<file path="src/hw/rtl/sks_pkg.sv">
package sks_pkg;

   localparam int MAX_RECORDS = 64;
   localparam int KEY_WIDTH   = 32;
   localparam int TAG_WIDTH   = 16;
   localparam int IDX_WIDTH   = $clog2(MAX_RECORDS);
   localparam int CNT_WIDTH   = $clog2(MAX_RECORDS + 1);

   // input beat
   typedef struct packed {
      logic signed [KEY_WIDTH-1:0] record_key;
      logic [TAG_WIDTH-1:0]        record_tag;
      logic                        set_last;
   } req_type;

   // result beat
   typedef struct packed {
      logic signed [KEY_WIDTH-1:0] sorted_key;
      logic [TAG_WIDTH-1:0]        sorted_tag;
      logic                        out_last;
      logic                        overflowed;
   } rsp_type;

   // one record held in a cell
   typedef struct packed {
      logic signed [KEY_WIDTH-1:0] key;
      logic [TAG_WIDTH-1:0]        tag;
   } rec_type;

   // controller to cell row
   typedef struct packed {
      logic                 load;
      logic                 sort;
      logic                 shift;
      logic                 phase_odd;
      logic                 descending;
      logic [CNT_WIDTH-1:0] count;
   } ctrl_type;

   // controller to result port
   typedef struct packed {
      logic emit_valid;
      logic emit_last;
      logic overflowed;
   } stat_type;

   typedef enum logic [2:0] {
      ST_LOAD = 3'b001,
      ST_SORT = 3'b010,
      ST_EMIT = 3'b100
   } state_type;

   // strict ordering: a must leave before b (equal keys never swap)
   function automatic logic goes_before(input logic signed [KEY_WIDTH-1:0] a,
                                        input logic signed [KEY_WIDTH-1:0] b,
                                        input logic descending);
      goes_before = descending ? (a > b) : (a < b);
   endfunction

endpackage

</file>
<file path="src/hw/rtl/sks_ctrl.sv">
module sks_ctrl (
   input  logic              clock,
   input  logic              reset,
   input  logic              req_valid,
   input  logic              req_last,
   output logic              req_ready,
   input  logic              rsp_ready,
   input  logic              csr_valid,
   input  logic              csr_data,
   output logic              csr_ready,
   output sks_pkg::ctrl_type ctrl,
   output sks_pkg::stat_type stat
);
   import sks_pkg::*;

   state_type            state_ff, state_in;
   logic [CNT_WIDTH-1:0] fill_ff, fill_in;
   logic [CNT_WIDTH-1:0] phase_ff, phase_in;
   logic [CNT_WIDTH-1:0] rem_ff, rem_in;
   logic                 ovf_ff, ovf_in;
   logic                 cfg_ff, cfg_in;
   logic                 desc_ff, desc_in;

   assign req_ready = (state_ff == ST_LOAD);
   assign csr_ready = 1'b1;

   // sequencer: load, transposition passes, drain
   always_comb begin
      state_in = state_ff;
      fill_in  = fill_ff;
      phase_in = phase_ff;
      rem_in   = rem_ff;
      ovf_in   = ovf_ff;
      desc_in  = desc_ff;
      cfg_in   = csr_valid ? csr_data : cfg_ff;
      case (state_ff)
         ST_LOAD: begin
            if (req_valid) begin
               if (fill_ff < CNT_WIDTH'(MAX_RECORDS)) begin
                  fill_in = fill_ff + CNT_WIDTH'(1);
               end else begin
                  ovf_in = 1'b1;
               end
               if (req_last) begin
                  desc_in  = cfg_ff;
                  phase_in = '0;
                  state_in = ST_SORT;
               end
            end
         end
         ST_SORT: begin
            phase_in = phase_ff + CNT_WIDTH'(1);
            if (phase_ff == (fill_ff - CNT_WIDTH'(1))) begin
               rem_in   = fill_ff;
               state_in = ST_EMIT;
            end
         end
         ST_EMIT: begin
            if (rsp_ready) begin
               rem_in = rem_ff - CNT_WIDTH'(1);
               if (rem_ff == CNT_WIDTH'(1)) begin
                  fill_in  = '0;
                  ovf_in   = 1'b0;
                  state_in = ST_LOAD;
               end
            end
         end
         default: begin
            state_in = ST_LOAD;
         end
      endcase
   end

   always_ff @(posedge clock) begin
      if (reset) begin
         state_ff <= ST_LOAD;
         fill_ff  <= '0;
         phase_ff <= '0;
         rem_ff   <= '0;
         ovf_ff   <= 1'b0;
         cfg_ff   <= 1'b0;
         desc_ff  <= 1'b0;
      end else begin
         state_ff <= state_in;
         fill_ff  <= fill_in;
         phase_ff <= phase_in;
         rem_ff   <= rem_in;
         ovf_ff   <= ovf_in;
         cfg_ff   <= cfg_in;
         desc_ff  <= desc_in;
      end
   end

   // cell row control
   assign ctrl.load       = (state_ff == ST_LOAD) && req_valid;
   assign ctrl.sort       = (state_ff == ST_SORT);
   assign ctrl.shift      = (state_ff == ST_EMIT) && rsp_ready;
   assign ctrl.phase_odd  = phase_ff[0];
   assign ctrl.descending = desc_ff;
   assign ctrl.count      = fill_ff;

   assign stat.emit_valid = (state_ff == ST_EMIT);
   assign stat.emit_last  = (rem_ff == CNT_WIDTH'(1));
   assign stat.overflowed = ovf_ff;

endmodule

</file>
<file path="config.mk">
export PLATFORM = sky130hd
export DESIGN_NAME = sks_ctrl
export DESIGN_NICKNAME = d
export VERILOG_FILES = /design/src/hw/rtl/sks_pkg.sv /design/src/hw/rtl/sks_ctrl.sv
export SDC_FILE = /design/constraint.sdc
export NUM_CORES = 1
export LEC_CHECK = 0
export BUFFER_PORTS_ARGS = -buffer_cell sky130_fd_sc_hd__buf_2
export CAP_MARGIN = 10
export CORE_MARGIN = 2
export CORE_UTILIZATION = 55
export DETAILED_ROUTE_END_ITERATION = 16
export GPL_TIMING_DRIVEN = 1
export HOLD_SLACK_MARGIN = 0.03
export PLACE_DENSITY = 0.77
export SYNTH_ARGS = -nofsm -noshare
export SYNTH_HDL_FRONTEND = slang
export SYNTH_SLANG_ARGS = --single-unit
</file>
<file path="constraint.sdc">
create_clock -name clock -period 4.2 [get_ports clock]
set_input_delay 0.84 -clock clock [delete_from_list [all_inputs] [get_ports clock]]
set_output_delay 0.84 -clock clock [all_outputs]
set_load 0.1 [all_outputs]
</file>
# Word level (Yosys, flattened, before mapping)
# Cells that the tools add are included.
# totals
ff_bits	27
out_inout_bits	17
inputBits	7
word_cells	57
# classes
eq_ne	12
n_lt_le_gt_ge	1
muxes	22
reduce_logical	11
add_sub_neg	4
# ops
op	count
7-bit two-way mux	8
7-bit one-hot mux with 2 select lines	3
3-bit two-way mux	5
5-bit AND reduction	3
7-bit by 1-bit adder with 7-bit output (second input constant)	2
7-bit by 1-bit subtractor with 7-bit output (second input constant)	2
2-bit inequality test (second input constant)	5
3-bit one-hot mux with 3 select lines	1
3-bit AND reduction	3
7-bit by 1-bit == test with 1-bit output (second input constant)	1
7-bit == test	1
7-bit < comparator (second input constant)	1
2-bit nonzero test	3
1-bit two-way mux	4
2-bit by 1-bit inequality test with 1-bit output (second input constant)	2
3-bit by 1-bit == test with 1-bit output (second input constant)	1
3-bit by 2-bit == test with 1-bit output (second input constant)	1
3-bit == test (second input constant)	1
1-bit logical AND	2
1-bit one-hot mux with 2 select lines	1

# Longest topological paths before layout
# depth
word_depth	4
ltp_mapped	10
depth_no_buf	8

# Least setup slack after synthesis
# OpenSTA, ideal clock, no wires.
# synth_path
path_type	input -> register
from	input req_valid
to	register fill_ff[4]
cell_stages	6
t_arrival_ns	4.942
setup_ns	0.119
n_path_buf	0
slack_ns	-0.861
required_time_ns	4.081
path_cell_list	nor4bb_1 > nand2b_1 > nand2_1 > and4_2 > xnor2_1 > nor2_1
# synth_via
elab_chain_len	2
# synth_rtl
element	line	rtl
start: declaration	sks_ctrl.sv:4	input logic req_valid,
2-bit inequality test (no line)	n/a	
5-bit AND reduction (no line)	n/a	
end signal: assignment	sks_ctrl.sv:85	fill_ff <= fill_in;
end: declaration	sks_ctrl.sv:17	logic [CNT_WIDTH-1:0] fill_ff, fill_in;
# Every way passes these cells.
# A chain may end at the register's enable or synchronous reset.

==> reports/metrics.yaml <==
grt:
  grt_pass1_wl_um: 5910
  antenna_found_initial: 0
  grt_overflow_total: 0
  grt_start_max_net_pins: 26
  track_usage: 0.216
  grt_pass1_vias: 1350
synthesis:
  synth_top_flop_cell: "dfxtp_1"
  synthArstFlopShare: 0
  synth_area_per_cell_um2: 8.13
  synth_edf_count: 0
  yosys.area.top_type_share: 0.324
  synth_area_leaders: "dfxtp_1 32%, nor2_1 6.8%, xnor2_1 5.8%"
  ys_ff_latch: 27
  synthCells: 205
  syn-cell-area_um2: 1670
  yosysWarnings: 0
  synth_cell_types: 45
  synth_top_cell_by_area: "dfxtp_1"
  yosysSeqAreaShare: 0.324
  synthesis.nets: 217
worst_setup_path:
  crit_type: "flop to primary output"
  cpMaxStageDelayCell: "or3b_2"
  path_depth: 3
  crit_end: "stat[2]"
  critPathLaunch: "state_ff[2]"
  path_cells: "or3b_2, inv_1, buf_2"
  reg2reg_to: "rem_ff[3]"
  cp.required_ns: 3.36
  startpoint_type: "flop"
  r2r_slack_ns: 1.43
  cp_num_buf_inv: 2
  crit_fanout: 15
  r2r_start: "fill_ff[0]"
  crit_path_end_kind: "primary output"
  reg2reg_depth: 8
  cpLargestDelayFamily: "buffers and inverters"
  slowest_delay_ns: 0.63
  worstPathArrival_ns: 2.09
pwr:
  leakage_nw: 0.755
  ir_worst_vdd_mv: 0.207
  power_density_nw_per_um2: 260
clock_tree:
  root_buffer: "clkbuf_4"
  cts-buffers-inserted: 3
  clkSinkCount: 27
  cts_resized: 0
  htreeDepth: 1
  insertion_delay_ns: 0.32
  cts_tree: "done"
  ctsHoldBuffers: 0
  cts_setup_buffers: 0
  cts.reportedPaths.clkPinSlew_ns: 0.13
  cts_buffer_depth: 2
job:
  drv_cap: 0
die:
  dieArea_um2: 3490
  start_util: 0.589
  io_pins: 24
  core_um2: 2830
  fp.dieH_um: 59.0
  row_count: 19
  die_x_um: 59.0
routing:
  viasPerCell: 5.88
  drc: 0
  wirelength_um: 3510
  drtIter0Drc: 73
  ant_nets: 0
  vias: 1463
  firstDrtPassIters: 4
  wl_per_cell_um: 14.1
timing:
  max_freq_mhz: 342
  relSlewSlack: 0.478
  final.setup.tns_ns: 0
  hold_violations: 0
  skew_ns: 0.00925
  setup-violations-final: 0
  fin_crit_ns: 2.93
  rsz0062_at_grt: "false"
  fin_crit_sh: 0.697
  worst_pin_slew_ns: 0.777
  drv_slew: 0
place:
  dpl.hpwl_um: 2650
  place_congestion: 0.920
  port_buffers: 22
  dp_cells: 245
hold_path:
  hp-class: "flop to flop"
cells_and_area:
  n_fill_cell: 264
  final_nets: 231
  fin_util: 0.623
  final_cells: 249
  layout-drive-gt1-share: 0.161
  num_antenna_cells: 0
  syn2layout_area_growth_pct: 5.78
run_status:
  status: "complete, no violations"
## tightest hold or removal path, stage by stage, from the launching register on
cell,delay (ns)
dfxtp_1,0.33
nand2_1,0.05
a21oi_1,0.05
## registers in the layout, summed over array words and instances, names as in the netlist
name and flops:
cfg_ff 1, desc_ff 1, fill_ff 7, ovf_ff 1, phase_ff 7, rem_ff 7, state_ff 3
## cell families after synthesis
family,count (synthesis),synth area share
adder cells (fa/ha/maj),5,0.0375
XOR/XNOR,20,0.105
AND/OR/NAND/NOR,94,0.295
other,1,0.00225
multiplexers,2,0.0128
buffers and inverters,22,0.0736
AO/OA/AOI/OAI,34,0.149
flip-flops,27,0.324
## where the power goes
group          internal [mW]  switching (mW)  leakage (nW)
clock network         0.0371          0.0741        0.0150
registers              0.260         0.00596         0.218
logic                 0.0223          0.0589         0.521
## metal layers
layer  vias up  routed length, um  GRT usage
li1        738                  -          -
met1       689               1600      0.275
met2        32               1760      0.375
met3         4                122     0.0415
met4         0                 25     0.0519
met5         -                  0          0
## cell type report
class                      count  area [um2]  area share
clock buffer                   4        26.3      0.0149
inverter                       8        30.0      0.0170
multi-input combinational    156        1010       0.573
sequential                    27         541       0.307
tap                           31        38.8      0.0220
timing repair buffer          23         118      0.0667
## per-stage QoR
step / setup WS, ns / cell area (um2) / power (mW) / hold WS (ns)
finish: 1.27 / 1760 / 0.458 / 0.460
floorplan: 0.0328 / 1670 / 0.340 / 0.437
detailed placement: 1.41 / 1740 / 0.353 / 0.445
CTS: 1.28 / 1760 / 0.463 / 0.464
global placement: 1.48 / 1740 / 0.351 / 0.442
global route: 1.11 / 1760 / 0.480 / 0.491
## worst min path at each step
stage,start,endpoint,slack (ns),cells after the start
after floorplan,desc_ff,desc_ff,0.44,2
after global placement,desc_ff,desc_ff,0.44,2
after detailed placement,desc_ff,desc_ff,0.45,2
after CTS,desc_ff,desc_ff,0.46,2
after global routing,desc_ff,desc_ff,0.49,2
final,desc_ff,desc_ff,0.46,2
## Yosys cell counts, types with 3 or more instances
master    count
xor2_1        9
xnor2_1      11
nand2_1      17
dfxtp_1      27
nor2_1       30
a211oi_1      4
nand4_1       7
buf_4         4
nand3_1       4
nor3b_1       7
inv_1         8
a21oi_1      11
ha_1          5
clkbuf_1      5
nor2b_1       3
nand2b_1      4
nor3_1       11
buf_6         3
## placed cells by master, fill, tap and decap left out, types with 5 or more instances in the layout
cell / synthesis / final
ha_1: 5 / 5
xnor2_1: 11 / 11
a21oi_1: 11 / 11
nand2_1: 17 / 17
buf_2: 1 / 22
nor3b_1: 7 / 7
nor2_1: 30 / 30
inv_1: 8 / 8
nor3_1: 11 / 11
dfxtp_1: 27 / 27
nand4_1: 7 / 7
xor2_1: 9 / 9
Note: power is estimated with default switching activity, not from simulation.
