## src/hw/rtl/sks_pkg.sv

```systemverilog
package sks_pkg;

   localparam int MAX_RECORDS = 64;
   localparam int KEY_WIDTH   = 32;
   localparam int TAG_WIDTH   = 16;
   localparam int IDX_WIDTH   = $clog2(MAX_RECORDS);
   localparam int CNT_WIDTH   = $clog2(MAX_RECORDS + 1);

   // input beat
   typedef struct packed {
      logic signed [KEY_WIDTH-1:0] record_key;
      logic [TAG_WIDTH-1:0]        record_tag;
      logic                        set_last;
   } req_type;

   // result beat
   typedef struct packed {
      logic signed [KEY_WIDTH-1:0] sorted_key;
      logic [TAG_WIDTH-1:0]        sorted_tag;
      logic                        out_last;
      logic                        overflowed;
   } rsp_type;

   // one record held in a cell
   typedef struct packed {
      logic signed [KEY_WIDTH-1:0] key;
      logic [TAG_WIDTH-1:0]        tag;
   } rec_type;

   // controller to cell row
   typedef struct packed {
      logic                 load;
      logic                 sort;
      logic                 shift;
      logic                 phase_odd;
      logic                 descending;
      logic [CNT_WIDTH-1:0] count;
   } ctrl_type;

   // controller to result port
   typedef struct packed {
      logic emit_valid;
      logic emit_last;
      logic overflowed;
   } stat_type;

   typedef enum logic [2:0] {
      ST_LOAD = 3'b001,
      ST_SORT = 3'b010,
      ST_EMIT = 3'b100
   } state_type;

   // strict ordering: a must leave before b (equal keys never swap)
   function automatic logic goes_before(input logic signed [KEY_WIDTH-1:0] a,
                                        input logic signed [KEY_WIDTH-1:0] b,
                                        input logic descending);
      goes_before = descending ? (a > b) : (a < b);
   endfunction

endpackage

```

## src/hw/rtl/sks_cell.sv

```systemverilog
module sks_cell (
   input  logic                          clock,
   input  sks_pkg::ctrl_type             ctrl,
   input  logic [sks_pkg::IDX_WIDTH-1:0] cell_index,
   input  sks_pkg::rec_type              load_rec,
   input  sks_pkg::rec_type              left_rec,
   input  logic                          left_swap,
   input  sks_pkg::rec_type              right_rec,
   output sks_pkg::rec_type              rec_out,
   output logic                          swap_out
);
   import sks_pkg::*;

   rec_type              rec_ff;
   rec_type              rec_in;
   logic                 low_active;
   logic [CNT_WIDTH-1:0] index_wide;

   assign index_wide = CNT_WIDTH'(cell_index);

   // this cell is the lower half of a compare pair in the current phase
   assign low_active = ctrl.sort && (cell_index[0] == ctrl.phase_odd)
                       && ((index_wide + CNT_WIDTH'(1)) < ctrl.count);
   assign swap_out   = low_active && goes_before(right_rec.key, rec_ff.key, ctrl.descending);

   // next content: load slot, pair exchange, or drain towards cell 0
   always_comb begin
      rec_in = rec_ff;
      if (ctrl.load && (index_wide == ctrl.count)) begin
         rec_in = load_rec;
      end else if (swap_out || ctrl.shift) begin
         rec_in = right_rec;
      end else if (left_swap) begin
         rec_in = left_rec;
      end
   end

   always_ff @(posedge clock) begin
      rec_ff <= rec_in;
   end

   assign rec_out = rec_ff;

endmodule

```

## config.mk

```make
export PLATFORM = sky130hd
export DESIGN_NAME = sks_cell
export DESIGN_NICKNAME = d
export VERILOG_FILES = /design/src/hw/rtl/sks_pkg.sv /design/src/hw/rtl/sks_cell.sv
export SDC_FILE = /design/constraint.sdc
export NUM_CORES = 1
export LEC_CHECK = 0
export BUFFER_PORTS_ARGS = -buffer_cell sky130_fd_sc_hd__buf_2
export CAP_MARGIN = 5
export CELL_PAD_IN_SITES_DETAIL_PLACEMENT = 0
export CELL_PAD_IN_SITES_GLOBAL_PLACEMENT = 1
export CORE_MARGIN = 8
export CORE_UTILIZATION = 30
export DETAILED_ROUTE_END_ITERATION = 12
export GPL_TIMING_DRIVEN = 0
export PLACE_DENSITY_LB_ADDON = 0.12
export SYNTH_ARGS = -nofsm -noshare
export SYNTH_HDL_FRONTEND = slang
export SYNTH_SLANG_ARGS = --single-unit
```

## constraint.sdc

```tcl
create_clock -name clock -period 3.6 [get_ports clock]
set_input_delay 0.54 -clock clock [delete_from_list [all_inputs] [get_ports clock]]
set_output_delay 0.54 -clock clock [all_outputs]
set_load 0.005 [all_outputs]
```

======== After elaboration in Yosys (flattened, before gate mapping) ========
Cells that the tools add are included.
word-level totals
  bits in registers ....................... 48
  word-level logic and storage cells ...... 18
  output and inout port bits .............. 49
cells by class
  muxes and demuxes ....................... 4
  add/sub/neg operators ................... 1
  reductions and logical operators ........ 6
  eq/ne operators ......................... 2
  order comparisons ....................... 3
operators with widths
  operator                                                        count
  48-bit two-way mux                                              3
  32-bit > comparator                                             1
  32-bit < comparator                                             1
  6-bit by 1-bit adder with 7-bit output (second input constant)  1
  6-bit by 7-bit equality test with 1-bit output                  1
  7-bit < comparator                                              1
  1-bit logical AND                                               4
  3-bit nonzero test                                              1
  1-bit equality test                                             1
  1-bit logical OR                                                1
  1-bit two-way mux                                               1

======== Longest topological paths before layout ========
  depth in word-level cells ............... 7
  depth in mapped cells ................... 13

======== Worst setup path after synthesis ========
No wires, ideal clock.
  kind .................................... in2reg
  start ................................... in right_rec[29] (netlist bit)
  end ..................................... reg rec_ff, in the netlist rec_out[0], enable pin
  cell stages on the path ................. 9
  slack ................................... -308 ps
  data required time ...................... 3193 ps
  setup time .............................. 407 ps
  buffers on the path ..................... 0
  data arrival time ....................... 3500 ps
  cell sequence ........................... ha_1 -> a21o_1 -> a21o_1 -> a221o_1 -> o31a_1 -> nor4_4 -> a21bo_2 -> nand2_1 -> or4b_1
between the ends
  word-level cells in the longest chain between the ends .. 5
RTL lines
  item                                                        RTL line        text
  start: declaration                                          sks_cell.sv:8   input sks_pkg::rec_type right_rec,
  32-bit < comparator or 32-bit > comparator (tied branches)  sks_pkg.sv:57   goes_before = descending ? (a > b) : (a < b);
  1-bit two-way mux (*)                                       sks_pkg.sv:57
  1-bit logical AND (*)                                       sks_cell.sv:24  assign swap_out = low_active && goes_before(right_rec.key, rec_ff.key, ctrl.descending);
  named net swap_out                                          sks_cell.sv:10  output logic swap_out
  1-bit logical OR (*)                                        sks_cell.sv:31  end else if (swap_out || ctrl.shift) begin
  3-bit nonzero test (no source line) (*)                     -
  end signal: assignment                                      sks_cell.sv:39  rec_ff <= rec_in;
  end: declaration                                            sks_cell.sv:14  rec_type rec_ff;
The timed path passes the listed nets; every way through them passes the cells marked *.
A chain may end at the register's enable or synchronous reset.

======== Worst setup path in the final report ========
  start ................................... reg rec_ff, in the netlist rec_out[29]
  end ..................................... out swap_out
between the ends
  word-level cells in the longest chain between the ends .. 3
RTL lines
  item                                                        RTL line
  32-bit < comparator or 32-bit > comparator (tied branches)  sks_pkg.sv:57
  1-bit two-way mux (*)                                       sks_pkg.sv:57
  1-bit logical AND (*)                                       sks_cell.sv:24
  end: declaration                                            sks_cell.sv:10
Mark *: on every way between the ends. The rest lies on a longest branch, timed or not.

==> metrics.csv <==
stage,metric,value,unit
outcome,outcome,completed,
place,RePlAce Congestion,0.8222,
clocking,CTS tree,yes,
place,cell total after placement,832,
synthesis,Synth area leaders,"edfxtp_1 35%, ha_1 12%, nand4b_1 10%, o31ai_1 8.8%, a31oi_1 7.3%",
synthesis,"FF+latch count, synth",48,
timing,crit path time final,3.425,ns
timing,final-report max-slew violation count,0,
hold_path,min-delay src,load_rec[17],
synthesis,mapped cell area,0.004095,mm2
drt,Residual DRC,0,
drt,Routed Antenna Nets,0,
grt,largest net degree at the start of global routing,49,
timing,clk_skew,0.008577,ns
timing,Worst slew margin,61.96,%
grt,first-pass GRT wire length,25670,um
timing,period utilisation layout,95.14,%
synthesis,post-synth top area share,35.20,%
drt,detail-routed via count per cell,5.263,
finish,fraction of layout instances using a drive strength above 1,36.30,%
finish,Ant. Diodes,0,
grt,initial antenna violation count,1,
setup_path,worst r2r dst,rec_out[18]$_DFFE_PP_,
die,Die Area,0.01765,mm2
setup_path,critical path required time,3.06,ns
pwr,sw frac,32.95,%
drt,DR WL met3,1406,um
setup_path,crit path launch,rec_out[29]$_DFFE_PP_,
synthesis,yosys warns,0,
timing,Final Hold Fails,0,
die,Die H,132.8,um
finish,"leading cell type in the layout, fill and taps excluded",buf_2,
drt,Top Layer Used,met5,
synthesis,Cell variety after synth,39,
finish,post-layout instance count excluding filler cells,840,
pwr,peak supply drop,0.1495,mV
timing,RSZ-0062 raised after global routing,false,
timing,FMAX,0.2920,GHz
pwr,Comb power frac,36.2,%
timing,# setup viols final,0,
die,DIE WIDTH,132.8,um
grt,gr usage total,18.06,%
setup_path,R2R cell count,10,
finish,most frequent cells in the layout,"221 x buf_2, 54 x nor2_1",
die,I/O pin count,213,
finish,Fill cells,1405,
finish,final net count,868,
setup_path,R2R Setup Slk,0.20,ns
clocking,worst-skew pair later-pin latency,0.30,ns
timing,Min Hold Slack,0.5873,ns
die,core footprint,0.01330,mm2
place,Post-Place Cell Area,0.005375,mm2
drt,Met1 Routed Length,7048,um
setup_path,CP startpoint kind,flip-flop,
place,PortBufs,211,
clocking,Setup Buffers After CTS,0,
pwr,sequential share of power,39.7,%
setup_path,RR Startpoint,rec_out[29]$_DFFE_PP_,
finish,Area growth syn-to-layout,35.41,%
run,# Max-Cap Violations,0,
synthesis,Avg Inst Size Synth,9.203,um2
drt,final WL,16540,um
setup_path,CP Capture Type,output port,
clocking,clk slew on worst S/H paths,0.07,ns
pwr,pwr/cell area,351.2,mW/mm2
grt,via count of the first global-routing pass,4941,
clocking,CTS buffer count,5,
clocking,H-tree Lvls,2,
setup_path,crit path kind,flip-flop to output port,
clocking,Clock Tree Root,clkbuf_16,
hold_path,Hold/Removal Path Class,input pin to flip-flop,
timing,Slew @ Worst Pin,0.5706,ns
pwr,Leakage,2.617,nW
die,cell row count,42,
setup_path,crit path DAT,2.89,ns
hold_path,Worst Hold Depth,3,
clocking,clock tree buffer depth,2,
synthesis,cell taking the most area after synthesis,edfxtp_1,
setup_path,CP max FO,4,
clocking,CTS Sinks,48,
drt,initial detailed-routing violation count,222,
finish,Largest register FFs,48,
hold_path,worst hold endpoint,rec_out[17]$_DFFE_PP_,
pwr,Psw,0.6417,mW
grt,"Remaining Overflow, GRT",0,
drt,Routed wire per std cell,19.69,um
synthesis,Post-Syn Nets,649,
drt,metal2 WL,7788,um
drt,via count,4421,
synthesis,Cells after Synth,445,
finish,final instance area,0.005545,mm2
pwr,total power,1.948,mW
drt,DR pass1 iterations,6,
place,Final HPWL DP,12990,um
synthesis,sequential-to-total area share from yosys stat,35.20,%
pwr,clock share of power,24.1,%
pwr,Power Internal,1.306,mW
die,Initial Util,30.80,%
[cells by family (layout without fill, tap and decap cells)]
| kind of cell | after synthesis | in the layout | synth area share (%) |
|---|---|---|---|
| adders and majority gates | 40 | 40 | 12.22 |
| and+or+nand+nor | 139 | 140 | 20.87 |
| DFF | 48 | 48 | 35.20 |
| AOI/OAI and AO/OA | 129 | 129 | 21.39 |
| buffers and inverters | 79 | 297 | 8.188 |
| xor gates and xnor gates | 10 | 10 | 2.139 |
[cell usage after synthesis]
master	instances
a211oi_1	1
a21bo_2	1
a21boi_0	1
a21boi_2	1
a21o_1	5
a21oi_1	12
a221o_1	1
a221oi_1	1
a31oi_1	48
and3_1	1
and4_1	2
buf_2	10
buf_4	1
buf_6	3
clkbuf_1	27
edfxtp_1	48
ha_1	40
inv_1	38
nand2_1	9
nand3_1	6
nand3b_1	3
nand4_1	6
nand4b_1	48
nor2_1	54
nor2b_1	3
nor3_1	1
nor4_1	2
nor4_4	1
nor4bb_1	1
o211ai_1	1
o21a_1	1
o21ai_0	6
o31a_1	1
o31ai_1	48
o41ai_1	1
or2_2	1
or4b_1	1
xnor2_1	5
xor2_1	5
[how the worst max path moves through the flow]
stage / cells past startpoint / endpoint / slack, ns
2_1_floorplan: 9 / rec_out[0]$_DFFE_PP_ / 0.25
3_3_place_gp: 11 / rec_out[33]$_DFFE_PP_ / -0.25
3_5_place_dp: 11 / rec_out[25]$_DFFE_PP_ / -0.29
4_1_cts: 11 / rec_out[16]$_DFFE_PP_ / 0.01
5_1_grt: 10 / swap_out / 0.06
6_report: 10 / swap_out / 0.17
[power by group through the flow]
stage	clock network [mW]	logic, mW	registers [mW]
floorplan	0	0.368	0.791
global placement	0	0.694	0.783
detailed placement	0	0.700	0.785
CTS	0.483	0.703	0.775
global route	0.502	0.792	0.785
finish	0.470	0.705	0.773
[metrics by stage]
step	utilization, %	worst slack (ns)	TNS (ns)
2_1_floorplan	-	0.2507	0
3_3_place_gp	40.43	-0.2530	-14.39
3_5_place_dp	40.43	-0.2875	-17.65
4_1_cts	41.44	0.01317	0
5_1_grt	41.71	0.06160	0
6_report	41.71	0.1749	0
[layer usage]
| metal | global-route usage, % | up-vias |
|---|---|---|
| met5 | 0 | - |
| met4 | 5.868 | 2 |
| met3 | 6.207 | 20 |
| met2 | 30.26 | 177 |
| met1 | 21.10 | 2066 |
| li1 | - | 2156 |
[critical path, cell delays in order, from the launching register on]
cell	delay (ns)
edfxtp_1	0.41
inv_1	0.08
ha_1	0.23
a21o_1	0.18
a21o_1	0.17
a221o_1	0.32
o31a_1	0.30
nor4_4	0.33
a21bo_2	0.29
nand2_2	0.13
buf_2	0.14
[what timing repair did]
| action | in CTS | in global routing |
|---|---|---|
| setup endpoints to repair | 39 | 73 |
| pin swaps | 1 | 1 |
| gates cloned | 0 | 1 |
| hold buffers | 0 | 0 |
| resized for setup | 0 | 5 |
[layout make-up]
type,count,area (um2),area share [%]
Timing Repair Buffer,211,1056,19.04
Sequential cell,48,1441,25.99
Tap cell,176,220.2,3.971
Buffer,41,192.7,3.475
Inverter,38,142.6,2.572
Clock buffer,6,128.9,2.324
Clock inverter,1,5.005,0.09025
Multi-Input combinational cell,319,2359,42.53
No activity file was read; power rests on OpenSTA's default activity.
